--- src/sv/rms_normalize_vector_macros.svh ---
// assertion macros for the rms normalize block
`ifndef RMS_NORMALIZE_VECTOR_MACROS_SVH
`define RMS_NORMALIZE_VECTOR_MACROS_SVH

// implication checked every cycle outside reset
`define RNV_ASSERT_IMP(label, clk, rst, ante, cons) \
  label: assert property (@(posedge clk) disable iff (rst) (ante) |-> (cons)) \
    else $error("rnv check failed");

// next-cycle implication checked outside reset
`define RNV_ASSERT_NEXT(label, clk, rst, ante, cons) \
  label: assert property (@(posedge clk) disable iff (rst) (ante) |=> (cons)) \
    else $error("rnv check failed");

`endif

--- src/sv/rnv_pkg.sv ---
`default_nettype none
package rnv_pkg;

  localparam int MaxDimDefault = 64;
  localparam int EpsReset = 17;

  typedef struct packed {
    logic signed [15:0] element_value;
    logic signed [15:0] gain_weight;
    logic               row_end;
  } in_word_t;

  typedef struct packed {
    logic signed [15:0] normalized_value;
    logic               last_of_row;
    logic               row_overflow;
  } out_word_t;

  typedef enum logic [2:0] {
    ST_LOAD,
    ST_DIV,
    ST_SQRT,
    ST_EMIT_RD,
    ST_EMIT_MUL,
    ST_EMIT_OUT
  } state_t;

  // controller to datapath
  typedef struct packed {
    logic load;      // store element and accumulate
    logic div_init;  // set up mean and reciprocal division
    logic div_step;
    logic sqrt_init;
    logic sqrt_step;
    logic emit_rd;   // read stored element
    logic emit_mul1; // first product
    logic emit_mul2; // second product and rounding
    logic emit_next; // advance index / clear row on last
  } dp_cmd_t;

  // datapath to controller
  typedef struct packed {
    logic div_done;
    logic sqrt_done;
    logic emit_last;
    logic row_empty;
  } dp_stat_t;

endpackage
`default_nettype wire

--- src/sv/rnv_ctrl.sv ---
`default_nettype none
module rnv_ctrl (
  input  wire logic             clk,
  input  wire logic             rst,
  input  wire logic             start,
  input  wire logic             row_end,
  input  wire rnv_pkg::dp_stat_t stat,
  output logic                  busy,
  output logic                  strobe,
  output rnv_pkg::dp_cmd_t      cmd
);
  rnv_pkg::state_t state, state_next;

  always_ff @(posedge clk) begin
    if (rst) begin
      state <= rnv_pkg::ST_LOAD;
    end else begin
      state <= state_next;
    end
  end

  // next state and commands
  always_comb begin
    state_next = state;
    cmd = '0;
    busy = 1'b1;
    strobe = 1'b0;
    unique case (state)
      rnv_pkg::ST_LOAD: begin
        busy = 1'b0;
        if (start) begin
          cmd.load = 1'b1;
          if (row_end) begin
            cmd.div_init = 1'b1;
            state_next = rnv_pkg::ST_DIV;
          end
        end
      end
      rnv_pkg::ST_DIV: begin
        cmd.div_step = 1'b1;
        if (stat.div_done) begin
          cmd.sqrt_init = 1'b1;
          state_next = rnv_pkg::ST_SQRT;
        end
      end
      rnv_pkg::ST_SQRT: begin
        cmd.sqrt_step = 1'b1;
        if (stat.sqrt_done) begin
          if (stat.row_empty) begin
            cmd.emit_next = 1'b1;
            state_next = rnv_pkg::ST_LOAD;
          end else begin
            state_next = rnv_pkg::ST_EMIT_RD;
          end
        end
      end
      rnv_pkg::ST_EMIT_RD: begin
        cmd.emit_rd = 1'b1;
        state_next = rnv_pkg::ST_EMIT_MUL;
      end
      rnv_pkg::ST_EMIT_MUL: begin
        cmd.emit_mul1 = 1'b1;
        state_next = rnv_pkg::ST_EMIT_OUT;
      end
      rnv_pkg::ST_EMIT_OUT: begin
        cmd.emit_mul2 = 1'b1;
        state_next = rnv_pkg::ST_EMIT_RD;
        if (stat.emit_last) begin
          state_next = rnv_pkg::ST_LOAD;
        end
      end
      default: state_next = rnv_pkg::ST_LOAD;
    endcase
    // the result register is loaded in emit_out and shown in the cycle after
    cmd.emit_next = cmd.emit_next | cmd.emit_mul2;
    strobe = 1'b0;
  end
endmodule
`default_nettype wire

--- config.mk ---
export PLATFORM = sky130hd
export DESIGN_NAME = rnv_ctrl
export DESIGN_NICKNAME = d
export VERILOG_FILES = /design/src/sv/rms_normalize_vector_macros.svh /design/src/sv/rnv_pkg.sv /design/src/sv/rnv_ctrl.sv
export SDC_FILE = /design/constraint.sdc
export NUM_CORES = 1
export LEC_CHECK = 0
export ABC_CLOCK_PERIOD_IN_PS = 1300
export BUFFER_PORTS_ARGS = -buffer_cell sky130_fd_sc_hd__buf_2
export CAP_MARGIN = 40
export CORE_AREA = 8 8 45 47
export DETAILED_ROUTE_END_ITERATION = 10
export DIE_AREA = 0 0 53 55
export SLEW_MARGIN = 20
export SYNTH_ARGS = -nofsm -noshare
export SYNTH_HDL_FRONTEND = slang
export SYNTH_SLANG_ARGS = --single-unit
--- constraint.sdc ---
create_clock -name clk -period 1.3 [get_ports clk]
set_input_delay 0.26 -clock clk [delete_from_list [all_inputs] [get_ports clk]]
set_output_delay 0.26 -clock clk [all_outputs]
set_load 0.01 [all_outputs]
==> summary.md <==
| Metric | Value |
|---|---|
| Worst Path Arrival | `1.29 ns` |
| Post-synth EDFFs | `0` |
| Port Buf Inserts | `17` |
| TNS Setup | `-1.25 ns` |
| Post-route ant nets | `0` |
| Avg WL per Cell | `13.3 µm` |
| CTS Sinks | `3` |
| Pwr dens | `1290 nW/µm²` |
| Commonest non-fill, non-tap cell in the layout | `buf_2` |
| Status | `complete, but fails checks` |
| Largest register FFs | `3` |
| Ys async rst share | `0%` |
| Initial antenna violation count | `0` |
| Critical Path Sink Type | `output pin` |
| Area of the die | `2920 µm²` |
| Chip Width | `53 µm` |
| Syn Inst Count | `39` |
| R2R depth | `8` |
| Hold Fails Final Rpt | `0` |
| Dominant cell type by area after synthesis | `dfxtp_1` |
| RSZ-0062 raised after global routing | `yes` |
| Yosys cell types | `24` |
| Layout cell share with drive strength beyond 1 | `70.6%` |
| Final clock skew | `0.0114 ns` |
| First-pass GRT wire length | `1560 µm` |
| Register clock-pin slew on the reported worst setup and hold paths | `0.05 ns` |
| Commonest non-fill, non-tap cells in the layout | `buf_2, buf_6, buf_4` |
| Post-synth net total | `47` |
| Leak | `0.298 nW` |
| Max stage delay on crit path | `0.38 ns` |
| Nets@finish | `77` |
| Fin. max-slew vios | `0` |
| DRT Wirelength | `1110 µm` |
| Via/cell ratio | `4.68` |
| Diodes inserted | `0` |
| TritonCTS Buffers | `3` |
| Largest net degree at the start of global routing | `7` |
| Area of the multi-input gates | `236 µm²` |
| P&R area growth vs syn | `102%` |
| Clock Tree Buf Depth | `2` |
| H-tree depth | `1` |
| HPWL after DPL | `752 µm` |
| Largest cells by area after synthesis | `dfxtp_1, nor2_1, and3b_1, buf_4, o2bb2ai_2` |
| Min-delay worst type | `input pin to register` |
| Mapped Area | `289 µm²` |
| CTS Root Cell | `clkbuf_4` |
| Syn_area_per_cell | `7.41 µm²` |
| Register area share after synthesis | `20.8%` |
| Initial Util | `20.9%` |
| FF-to-FF Start | `state[2]` |
| Crit path max fanout | `5` |
| Worst path slowest cell | `or3b_4` |
| Initial DRC Count | `10` |
| Final setup fails | `11` |
| Cell breakdown of the critical path | `or3b_4 > clkinv_2 > a31o_1 > buf_2` |
| Worst reg2reg path endpoint | `state[1]` |
| Hold path cells | `2` |
| TritonCTS clock tree | `built` |
| Top_reg_cell synth | `dfxtp_1` |
| Site Rows | `14` |
| Tmin final | `1.55 ns` |
| GR Overflow Total | `0` |
| # hold bufs at CTS | `0` |
| Max-cap check violation count | `0` |
| CP Launch Type | `register` |
| Skew-Pair Late Insertion Delay | `0.25 ns` |
| Hold_sp | `stat[3]` |
| Top reg by flops | `state` |
| Req. time, crit path | `1.04 ns` |
| Number of global-route vias before repair | `385` |
| Largest registers | `state (3)` |
| Register Area | `68.8 µm²` |
| Violated checks | `setup timing` |
| Via count | `393` |
| GPL Wtd Cong | `0.861` |
| DRC viols | `0` |
| VDD IR max | `0.000434 V` |
| Final setup margin | `-0.251 ns` |
| Number of fill cells | `133` |
| Area share of the largest cell type after synthesis | `20.8%` |
| CP Class | `register to output pin` |
| WHS | `0.222 ns` |
| Peak Freq | `645 MHz` |
| Height of the die | `55 µm` |
| Flops & latches, synth | `3` |
| Core Area | `1380 µm²` |
| Synth warn | `0` |
| Period utilization | `119%` |
| Total GRT Usage | `7.37%` |
| # IOs | `19` |
| Hold path endpoint | `state[0]` |
| DRT Pass-1 Iters | `4` |
| R2R Setup Slk | `-0.02 ns` |
## critical path: cells and delay by family (launching register included)
family	cells	cell delay [ns]
and+or+nand+nor	1	0.38
DFF	1	0.36
buffers and inverters	2	0.18
AOI/OAI and AO/OA	1	0.12
## worst max-delay path by stage
stage	startpoint	cells past startpoint	end
CTS	state[2]	4	cmd[7]
finish	state[1]	4	cmd[0]
global placement	state[1]	4	cmd[0]
global route	state[1]	4	cmd[0]
floorplan	state[1]	3	cmd[8]
detailed placement	state[1]	4	cmd[0]
## what timing repair did
action                                  4_1_cts  5_1_grt
pin swaps                                     6        5
setup buffers                                 5        0
cloned                                        0        0
endpoints found under the setup margin       11       12
gates resized for setup                      13       12
## where the power goes
part	switching [mW]	internal, mW
registers	0.0255	0.113
clock network	0.0603	0.116
logic	0.188	0.250
## final cells by class
type	count	area share, %
Sequential cell	3	11.8
Tap cell	16	3.43
Multi-Input combinational cell	28	40.5
Inverter	4	2.78
Timing Repair Buffer	29	37.0
Clock buffer	4	4.50
## layer usage
metal / routed length [µm] / global-route usage (%) / vias to the layer above
met4: 26 / 6.47 / 0
met1: 418 / 6.68 / 186
met2: 612 / 13.1 / 11
met3: 56 / 2.41 / 2
met5: 0 / 0 / -
li1: - / - / 194
## cell families after synthesis
| group | after synthesis | synth area share (%) |
|---|---|---|
| other cells | 1 | 1.30 |
| buf+inv | 8 | 13.8 |
| flops | 3 | 20.8 |
| simple gates | 17 | 37.2 |
| compound gates | 10 | 26.8 |
## cell usage after synthesis, drive strengths merged, types with 2 or more instances
| cell | n |
|---|---|
| a21oi | 2 |
| and3b | 2 |
| buf | 4 |
| dfxtp | 3 |
| inv | 3 |
| nand2 | 3 |
| nor2 | 5 |
| o31ai | 2 |
## through the flow
step | worst slack (ns) | instance area (µm²) | cells | utilization [%] | power, mW
floorplan | 0.00437 | 292 | 39 | - | 0.301
global placement | -0.0408 | 424 | 75 | 30.7 | 0.405
detailed placement | -0.0524 | 424 | 75 | 30.7 | 0.410
CTS | -0.255 | 537 | 84 | 38.8 | 0.678
global route | -0.316 | 584 | 84 | 42.2 | 0.795
finish | -0.251 | 584 | 84 | 42.2 | 0.753
Power figures use the tool's default switching activity.
